$ cat src/hdl/mmt_pkg.sv
`timescale 1ns / 1ps
// Shared types, codes and defaults for the message mailbox table.
package mmt_pkg;

	// Field widths of the stream payload
	localparam int OP_W    = 3;
	localparam int IDX_W   = 4;
	localparam int FPAY_W  = 32;
	localparam int S_TDATA_W = 40;
	localparam int M_TDATA_W = 32;

	// Default sizes
	localparam int DEF_NUM_UNICAST   = 16;
	localparam int DEF_NUM_BROADCAST = 16;
	localparam int DEF_PAYLOAD_BITS  = 32;

	// Operation codes
	typedef enum logic [OP_W-1:0] {
		OP_TICK  = 3'd0,
		OP_SEND  = 3'd1,
		OP_GET   = 3'd2,
		OP_BSEND = 3'd3,
		OP_BGET  = 3'd4
	} op_t;

	// Slot status codes
	typedef logic [1:0] status_t;
	localparam status_t ST_IDLE   = 2'd0;
	localparam status_t ST_POSTED = 2'd1;
	localparam status_t ST_ACTIVE = 2'd2;

	// Sequencer states
	typedef enum logic [2:0] {
		S_IDLE,
		S_READ,
		S_EXEC,
		S_SWEEP,
		S_FIN
	} state_t;

	// Request to the slot unit
	typedef struct packed {
		op_t     op;
		logic    in_range;
		status_t st;
	} slot_req_t;

	// Answer of the slot unit
	typedef struct packed {
		status_t st_next;
		logic    wr;
		logic    load_pay;
		logic    hit;
	} slot_rsp_t;

endpackage

$ cat src/hdl/mmt_ram.sv
`timescale 1ns / 1ps
// Generic single-write, single-read RAM with registered read data.
module mmt_ram #(
	parameter int WIDTH = 34,
	parameter int DEPTH = 16,
	localparam int AW = (DEPTH > 1) ? $clog2(DEPTH) : 1
) (
	input  logic             clk,
	input  logic             we,
	input  logic [AW-1:0]    waddr,
	input  logic [WIDTH-1:0] wdata,
	input  logic             re,
	input  logic [AW-1:0]    raddr,
	output logic [WIDTH-1:0] rdata
);

	logic [WIDTH-1:0] mem_q [DEPTH];

	// write port and registered read port
	always_ff @(posedge clk) begin
		if (we) begin
			mem_q[waddr] <= wdata;
		end
		if (re) begin
			rdata <= mem_q[raddr];
		end
	end

endmodule

$ cat src/hdl/mmt_slot_unit.sv
`timescale 1ns / 1ps
// Shared slot unit: ageing, send and get decisions on one slot status.
module mmt_slot_unit (
	input  mmt_pkg::slot_req_t req,
	output mmt_pkg::slot_rsp_t rsp
);

	import mmt_pkg::*;

	// one decision per cycle, used by both the sweep and single accesses
	always_comb begin
		rsp = '0;
		rsp.st_next = req.st;
		unique case (req.op)
			OP_TICK: begin
				// active ages to idle, posted to active, anything else stays
				if (req.st == ST_ACTIVE) begin
					rsp.st_next = ST_IDLE;
					rsp.wr      = 1'b1;
				end else if (req.st == ST_POSTED) begin
					rsp.st_next = ST_ACTIVE;
					rsp.wr      = 1'b1;
				end
			end
			OP_SEND, OP_BSEND: begin
				if (req.in_range && req.st == ST_IDLE) begin
					rsp.st_next  = ST_POSTED;
					rsp.wr       = 1'b1;
					rsp.load_pay = 1'b1;
				end
			end
			OP_GET: begin
				if (req.in_range && req.st == ST_ACTIVE) begin
					rsp.st_next = ST_IDLE;
					rsp.wr      = 1'b1;
					rsp.hit     = 1'b1;
				end
			end
			OP_BGET: begin
				// broadcast read leaves the slot untouched
				rsp.hit = req.in_range && req.st == ST_ACTIVE;
			end
			default: begin
				rsp.wr = 1'b0;
			end
		endcase
	end

endmodule

$ cat src/hdl/message_mailbox_table.sv
`timescale 1ns / 1ps
// Top level of the message mailbox table: sequencer, slot tables and result register.
// The block takes one command at a time and answers every command with one result
// transfer. A send, get, broadcast send or broadcast get goes through accept, table
// read and update, where the read step is set by the registered read port of the
// slot RAM. A tick walks every slot of both tables through the single slot unit,
// one slot per cycle. Unknown operation codes go through accept and result load and
// answer with found low. The input is not ready while a command is in work; a
// finished result waits in the output register while the next command is taken.
// Reset clears per-slot valid flags, so no clearing pass is needed.
module message_mailbox_table #(
	parameter int NUM_UNICAST   = mmt_pkg::DEF_NUM_UNICAST,
	parameter int NUM_BROADCAST = mmt_pkg::DEF_NUM_BROADCAST,
	parameter int PAYLOAD_BITS  = mmt_pkg::DEF_PAYLOAD_BITS
) (
	input  logic                             clk,
	input  logic                             arst_n,
	input  logic                             s_axis_tvalid,
	output logic                             s_axis_tready,
	// [3:0] msg_index, [35:4] payload_in, [39:36] zero
	input  logic [mmt_pkg::S_TDATA_W-1:0]    s_axis_tdata,
	// [2:0] operation
	input  logic [mmt_pkg::OP_W-1:0]         s_axis_tuser,
	output logic                             m_axis_tvalid,
	input  logic                             m_axis_tready,
	// [31:0] payload_out
	output logic [mmt_pkg::M_TDATA_W-1:0]    m_axis_tdata,
	// [0] found
	output logic                             m_axis_tuser
);

	import mmt_pkg::*;

	localparam int PW  = (PAYLOAD_BITS < FPAY_W) ? PAYLOAD_BITS : FPAY_W;
	localparam int EW  = PW + 2;
	localparam int UAW = (NUM_UNICAST > 1) ? $clog2(NUM_UNICAST) : 1;
	localparam int BAW = (NUM_BROADCAST > 1) ? $clog2(NUM_BROADCAST) : 1;
	localparam int AW  = (UAW > BAW) ? UAW : BAW;
	localparam int NT  = NUM_UNICAST + NUM_BROADCAST;
	localparam int CW  = $clog2(NT + 1);

	state_t state_q, state_d;

	op_t              op_q;
	logic [IDX_W-1:0] idx_q;
	logic [PW-1:0]    pay_q;
	logic             tbl_q;

	logic [CW-1:0] iss_q;
	logic          wb_vld_s1;
	logic          wb_tbl_s1;
	logic [AW-1:0] wb_addr_s1;

	logic                 out_valid_q;
	logic                 found_q;
	logic [M_TDATA_W-1:0] pout_q;

	logic [NUM_UNICAST-1:0]   vld_u_q;
	logic [NUM_BROADCAST-1:0] vld_b_q;

	logic           u_re, u_we, b_re, b_we;
	logic [UAW-1:0] u_raddr, u_waddr;
	logic [BAW-1:0] b_raddr, b_waddr;
	logic [EW-1:0]  u_rdata, b_rdata, wdata;

	logic          accept, slot_free, load_out, found_d;
	logic          issuing, iss_tbl;
	logic [CW-1:0] iss_addr;
	logic          cur_tbl, cur_vld, in_range;
	logic [AW-1:0] cur_addr;
	logic [EW-1:0] cur_word;
	slot_req_t     req;
	slot_rsp_t     rsp;

	assign accept    = s_axis_tvalid && s_axis_tready;
	assign slot_free = !out_valid_q || m_axis_tready;

	// sweep issue position
	assign issuing  = iss_q < CW'(NT);
	assign iss_tbl  = iss_q >= CW'(NUM_UNICAST);
	assign iss_addr = iss_tbl ? (iss_q - CW'(NUM_UNICAST)) : iss_q;

	// slot under decision: sweep write-back or the single command
	assign cur_tbl  = (state_q == S_SWEEP) ? wb_tbl_s1 : tbl_q;
	assign cur_addr = (state_q == S_SWEEP) ? wb_addr_s1 : AW'(idx_q);
	assign cur_word = cur_tbl ? b_rdata : u_rdata;
	assign cur_vld  = cur_tbl ? vld_b_q[BAW'(cur_addr)] : vld_u_q[UAW'(cur_addr)];
	assign in_range = tbl_q ? (32'(idx_q) < NUM_BROADCAST) : (32'(idx_q) < NUM_UNICAST);

	always_comb begin
		req.op       = (state_q == S_SWEEP) ? OP_TICK : op_q;
		req.in_range = (state_q == S_SWEEP) ? 1'b1 : in_range;
		req.st       = cur_vld ? cur_word[EW-1:PW] : ST_IDLE;
	end

	mmt_slot_unit u_slot (
		.req (req),
		.rsp (rsp)
	);

	assign wdata = {rsp.st_next, rsp.load_pay ? pay_q : cur_word[PW-1:0]};

	// next state
	always_comb begin
		state_d = state_q;
		unique case (state_q)
			S_IDLE: begin
				if (accept) begin
					unique case (op_t'(s_axis_tuser))
						OP_TICK:                          state_d = S_SWEEP;
						OP_SEND, OP_GET, OP_BSEND, OP_BGET: state_d = S_READ;
						default:                          state_d = S_FIN;
					endcase
				end
			end
			S_READ:  state_d = S_EXEC;
			S_EXEC:  if (slot_free) state_d = S_IDLE;
			S_SWEEP: if (!issuing && !wb_vld_s1) state_d = S_FIN;
			S_FIN:   if (slot_free) state_d = S_IDLE;
			default: state_d = S_IDLE;
		endcase
	end

	// sequencer outputs: RAM strobes, addresses and result load
	always_comb begin
		s_axis_tready = 1'b0;
		u_re     = 1'b0;
		b_re     = 1'b0;
		u_we     = 1'b0;
		b_we     = 1'b0;
		u_raddr  = UAW'(idx_q);
		b_raddr  = BAW'(idx_q);
		u_waddr  = UAW'(cur_addr);
		b_waddr  = BAW'(cur_addr);
		load_out = 1'b0;
		found_d  = 1'b0;
		unique case (state_q)
			S_IDLE: begin
				s_axis_tready = 1'b1;
			end
			S_READ: begin
				u_re = !tbl_q;
				b_re = tbl_q;
			end
			S_EXEC: begin
				if (slot_free) begin
					load_out = 1'b1;
					found_d  = rsp.hit;
					u_we     = rsp.wr && !tbl_q;
					b_we     = rsp.wr && tbl_q;
				end
			end
			S_SWEEP: begin
				u_raddr = UAW'(iss_addr);
				b_raddr = BAW'(iss_addr);
				u_re    = issuing && !iss_tbl;
				b_re    = issuing && iss_tbl;
				u_we    = wb_vld_s1 && rsp.wr && !wb_tbl_s1;
				b_we    = wb_vld_s1 && rsp.wr && wb_tbl_s1;
			end
			S_FIN: begin
				load_out = slot_free;
			end
			default: begin
				load_out = 1'b0;
			end
		endcase
	end

	// control registers
	always_ff @(posedge clk or negedge arst_n) begin
		if (!arst_n) begin
			state_q     <= S_IDLE;
			iss_q       <= '0;
			wb_vld_s1   <= 1'b0;
			out_valid_q <= 1'b0;
			vld_u_q     <= '0;
			vld_b_q     <= '0;
		end else begin
			state_q <= state_d;
			if (accept) begin
				iss_q <= '0;
			end else if (state_q == S_SWEEP && issuing) begin
				iss_q <= iss_q + CW'(1);
			end
			wb_vld_s1 <= (state_q == S_SWEEP) && issuing;
			if (load_out) begin
				out_valid_q <= 1'b1;
			end else if (m_axis_tready) begin
				out_valid_q <= 1'b0;
			end
			if (u_we) begin
				vld_u_q[u_waddr] <= 1'b1;
			end
			if (b_we) begin
				vld_b_q[b_waddr] <= 1'b1;
			end
		end
	end

	// command and result payload
	always_ff @(posedge clk) begin
		if (accept) begin
			op_q  <= op_t'(s_axis_tuser);
			idx_q <= s_axis_tdata[IDX_W-1:0];
			pay_q <= PW'(s_axis_tdata[IDX_W+FPAY_W-1:IDX_W]);
			tbl_q <= (op_t'(s_axis_tuser) == OP_BSEND) || (op_t'(s_axis_tuser) == OP_BGET);
		end
		if (state_q == S_SWEEP && issuing) begin
			wb_tbl_s1  <= iss_tbl;
			wb_addr_s1 <= AW'(iss_addr);
		end
		if (load_out) begin
			found_q <= found_d;
			pout_q  <= found_d ? M_TDATA_W'(cur_word[PW-1:0]) : '0;
		end
	end

	// slot tables: {status, payload} per entry
	mmt_ram #(
		.WIDTH (EW),
		.DEPTH (NUM_UNICAST)
	) u_uni_ram (
		.clk   (clk),
		.we    (u_we),
		.waddr (u_waddr),
		.wdata (wdata),
		.re    (u_re),
		.raddr (u_raddr),
		.rdata (u_rdata)
	);

	mmt_ram #(
		.WIDTH (EW),
		.DEPTH (NUM_BROADCAST)
	) u_bc_ram (
		.clk   (clk),
		.we    (b_we),
		.waddr (b_waddr),
		.wdata (wdata),
		.re    (b_re),
		.raddr (b_raddr),
		.rdata (b_rdata)
	);

	assign m_axis_tvalid = out_valid_q;
	assign m_axis_tdata  = pout_q;
	assign m_axis_tuser  = found_q;

endmodule

$ cat config.mk
export PLATFORM = sky130hd
export DESIGN_NAME = message_mailbox_table
export DESIGN_NICKNAME = d
export VERILOG_FILES = /design/src/hdl/mmt_pkg.sv /design/src/hdl/mmt_ram.sv /design/src/hdl/mmt_slot_unit.sv /design/src/hdl/message_mailbox_table.sv
export SDC_FILE = /design/constraint.sdc
export NUM_CORES = 1
export LEC_CHECK = 0
export ABC_AREA = 1
export BUFFER_PORTS_ARGS = -buffer_cell sky130_fd_sc_hd__clkbuf_2
export CAP_MARGIN = 20
export CELL_PAD_IN_SITES_DETAIL_PLACEMENT = 0
export CELL_PAD_IN_SITES_GLOBAL_PLACEMENT = 1
export CORE_MARGIN = 2
export CORE_UTILIZATION = 48
export DETAILED_ROUTE_END_ITERATION = 12
export GPL_TIMING_DRIVEN = 0
export HOLD_SLACK_MARGIN = 0.02
export PLACE_DENSITY_LB_ADDON = 0.1
export SETUP_SLACK_MARGIN = 0.4
export SLEW_MARGIN = 40
export SYNTH_ARGS = -nofsm -noshare
export SYNTH_HDL_FRONTEND = slang
export SYNTH_SLANG_ARGS = --single-unit
export TNS_END_PERCENT = 20
$ cat constraint.sdc
create_clock -name clk -period 3.6 [get_ports clk]
set_input_delay 0.9 -clock clk [delete_from_list [all_inputs] [get_ports clk]]
set_output_delay 0.9 -clock clk [all_outputs]
set_load 0.02 [all_outputs]
==> flow_summary.yaml <==
cts:
  clockBufferDepth: 3
  clock-sinks: 1277
  clock_latency_ps: 780
  cts_tree: "done"
  clk_pin_slew_ps: 60
  cts-root-buf: "clkbuf_16"
  hold_buffers: 0
  cts_buffers: 138
  ctsHtreeMaxLevel: 4
synthesis:
  syn-num-nets: 3591
  async_flop_share: 0.03367
  syn_avg_cell_area_um2: 14.28
  syn_inst: 3542
  ys_top_cells_by_area: "edfxtp_1, a21oi_1, o21ai_0"
  seq_area_frac_synth: 0.7537
  yosys_warnings: 0
  yosysTopAreaCell: "edfxtp_1"
  synth_edf_count: 1234
  syn_area_mm2: 0.05059
  synth_seq_cells: 1277
  synth_ff_type: "edfxtp_1"
  synthDominantCellAreaShare: 0.7325
  synth_cell_types: 36
placed_design:
  routabilityCongestion: 0.9344
  post_dp_cell_area_mm2: 0.05556
  dpl.cell_count: 5127
  dp_hpwl_mm: 129.5
  post-place-ws_ps: -801.9
  io_buffer_count: 77
sta:
  fmax_ghz: 0.2586
  grt_setup_unrepaired: "true"
  fin_skew_ps: 31.31
  relSlewSlack: 0.3259
  fin_ws_ps: -266.6
  period_share: 1.074
  drv_slew: 0
  tightest_slew_ps: 1011
  hold_violations: 0
  setup_viol: 1446
  layout_min_cycle_time_ps: 3867
  worst_hold_slack_ps: 192.7
detailed_routing:
  wl_per_cell_um: 35.98
  firstDrtPassIters: 6
  first_iter_violations: 6072
  via_count: 36893
  viasPerCell: 6.574
  drtAntennaViolNets: 0
  drc: 0
  totalWireLength_mm: 201.9
critical_path:
  r2r_slack_ps: -270
  worstRegToRegCells: 27
  critPathKind: "reg2reg"
  worst_setup_path_start_kind: "flip-flop"
  cp_max_fo: 8
  critPathArrivalTime_ps: 4340
  cp-end-kind: "flip-flop"
  critical_path_required_ps: 4070
global_routing:
  grt_pass1_wl_mm: 268.3
  antenna_found_initial: 10
  grt_usage: 0.3611
  grt_pass1_vias: 34448
  gr-total-overflow: 0
  grt_max_degree: 44
final_layout:
  syn_to_final_growth_pct: 26.50
  nets: 4152
  multi_input_area_mm2: 0.01178
  post_route_cells_drive_above_1_share: 0.2031
  design_area_mm2: 0.06400
  final-seq-area_mm2: 0.03814
  instances_no_fill: 5612
  fillers: 7967
power_and_ir_drop:
  p_leak_nw: 21.46
  powerDensity_mw_per_mm2: 723.1
  worst_ir_drop_vdd_uv: 610.0
  total_power_w: 0.04628
run_status:
  outcome: "complete, but fails checks"
  failed_checks: "setup timing"
floorplan:
  die_w_um: 328.7
  rows: 119
  die-area_mm2: 0.1080
  ioPinCount: 82
  coreArea_mm2: 0.1050
  initial_core_util: 0.4820
  die_y_um: 328.7
hold_path:
  hold_path_class: "in2async"
flow_run:
  maxCapViolCount: 0
[registers in the layout (all words and copies together), names as in the netlist]
| signal | flops |
|---|---|
| u_bc_ram.mem_q | 544 |
| tbl_q | 1 |
| m_axis_tvalid | 1 |
| wb_addr_s1 | 4 |
| vld_u_q | 16 |
| pay_q | 32 |
| u_uni_ram.rdata | 34 |
| wb_tbl_s1 | 1 |
| state_q | 3 |
| op_q | 3 |
| u_bc_ram.rdata | 34 |
| vld_b_q | 16 |
| m_axis_tuser | 1 |
| m_axis_tdata | 32 |
| idx_q | 4 |
| wb_vld_s1 | 1 |
| iss_q | 6 |
| u_uni_ram.mem_q | 544 |
[cells in the mapped netlist, types with 6 or more instances]
library cell	n
a21oi_1	452
buf_1	14
buf_2	27
buf_4	15
buf_6	7
clkbuf_1	213
dfrtp_1	43
edfxtp_1	1234
inv_1	103
inv_2	6
mux2i_1	168
nand2_1	125
nand2_2	7
nand3_1	41
nor2_1	294
o211ai_1	70
o21ai_0	394
o21ai_1	27
o221ai_1	81
o22ai_1	59
o32ai_1	138
[stage by stage]
step / utilization / setup TNS (ps)
2_1_floorplan: - / 0
3_3_place_gp: 0.5040 / -3781970
3_5_place_dp: 0.5293 / -557080
4_1_cts: 0.5982 / -43100
5_1_grt: 0.6096 / -378430
6_report: 0.6097 / -200380
[area by class of cell]
type                    count  area share
multi-input cells        1879      0.1840
repair buffers            421     0.09697
plain buffers             276     0.02065
clock buffers             176     0.05947
clock inverters            75    0.007038
flip-flops and latches   1277      0.5959
well taps                1391     0.02720
inverters                 110    0.008466
diodes                      7   0.0002737
[worst max-delay path, stage by stage (launching register included)]
cell and delay [ps]:
dfrtp_2 440, inv_4 70, nand3_4 120, buf_12 160, nand2_8 70, nand2_8 80
buf_8 150, nand2_2 50, nand2_1 50, nand2_1 70, nand2_1 70, nand2_1 90
nand2_1 60, nor2_1 80, nand2_1 110, nand2_2 130, nand2_2 70, inv_2 90
ha_4 200, o32ai_2 190, inv_1 100, nand2_4 170, buf_4 160, clkbuf_16 140
nand3_2 120, clkinvlp_4 160, buf_12 170, clkbuf_16 200
[report_power, final]
| group | leakage, nW | internal [W] | total (W) | switching [W] |
|---|---|---|---|---|
| Combinational | 7.81 | 0.00376 | 0.0138 | 0.0100 |
| Clock | 2.10 | 0.00767 | 0.0135 | 0.00584 |
| Sequential | 11.6 | 0.0187 | 0.0190 | 0.000335 |
[cells by family after synthesis]
logic type | share of synthesized area
flops | 0.7537
xor+xnor | 0.0001732
buf+inv | 0.03146
fa+ha+maj | 0.0004946
simple gates | 0.03732
mux | 0.03324
compound gates | 0.1436
[layer usage]
metal | part of all wire | up-vias | GRT usage
met4 | 0.064 | 0 | 0.1824
met3 | 0.13 | 567 | 0.08774
met2 | 0.45 | 2925 | 0.5537
li1 | - | 14913 | -
met1 | 0.36 | 18488 | 0.4829
met5 | 0 | - | 0
[cell usage in the layout (no fill, tap or decap), drive strengths merged]
| master | netlist | final |
|---|---|---|
| o21ai | 426 | 426 |
| nor2 | 294 | 294 |
| nand4 | 2 | 2 |
| o32ai | 138 | 138 |
| ha | 2 | 2 |
| a32oi | 1 | 1 |
| or2 | 1 | 1 |
| mux2i | 168 | 168 |
| nand3 | 42 | 42 |
| clkinvlp | 0 | 31 |
| dfrtp | 43 | 43 |
| edfxtp | 1234 | 1234 |
| clkinv | 1 | 70 |
| a31oi | 1 | 1 |
| diode | 0 | 7 |
| bufinv | 0 | 3 |
| inv | 109 | 81 |
| o22ai | 59 | 59 |
| a211oi | 1 | 1 |
| o211ai | 70 | 70 |
| and3 | 1 | 1 |
| a2111oi | 1 | 1 |
| xor2 | 1 | 1 |
| clkbuf | 213 | 489 |
| a21oi | 452 | 452 |
| o31ai | 1 | 1 |
| buf | 63 | 382 |
| nand2 | 132 | 132 |
| clkdlybuf4s15 | 0 | 2 |
| o221ai | 81 | 81 |
| nor3 | 5 | 5 |
[timing repair]
| action | in CTS | in global routing |
|---|---|---|
| pin swaps | 17 | 3 |
| setup buffers | 130 | 40 |
| gates cloned | 34 | 23 |
| resized for setup | 163 | 45 |
| setup endpoints to repair | 2290 | 2277 |
[final timing paths]
kind | start | to
worst max-delay path | state_q[2] | u_bc_ram.mem_q[5][22]
min in group clk | s_axis_tdata[18] | pay_q[14]
worst min register to register | vld_b_q[6] | vld_b_q[6]
worst max register to register | state_q[2] | u_bc_ram.mem_q[5][22]
max in group asynchronous | arst_n | state_q[0]
worst min-delay path | arst_n | iss_q[4]
Note: power is estimated with default switching activity, not from simulation.
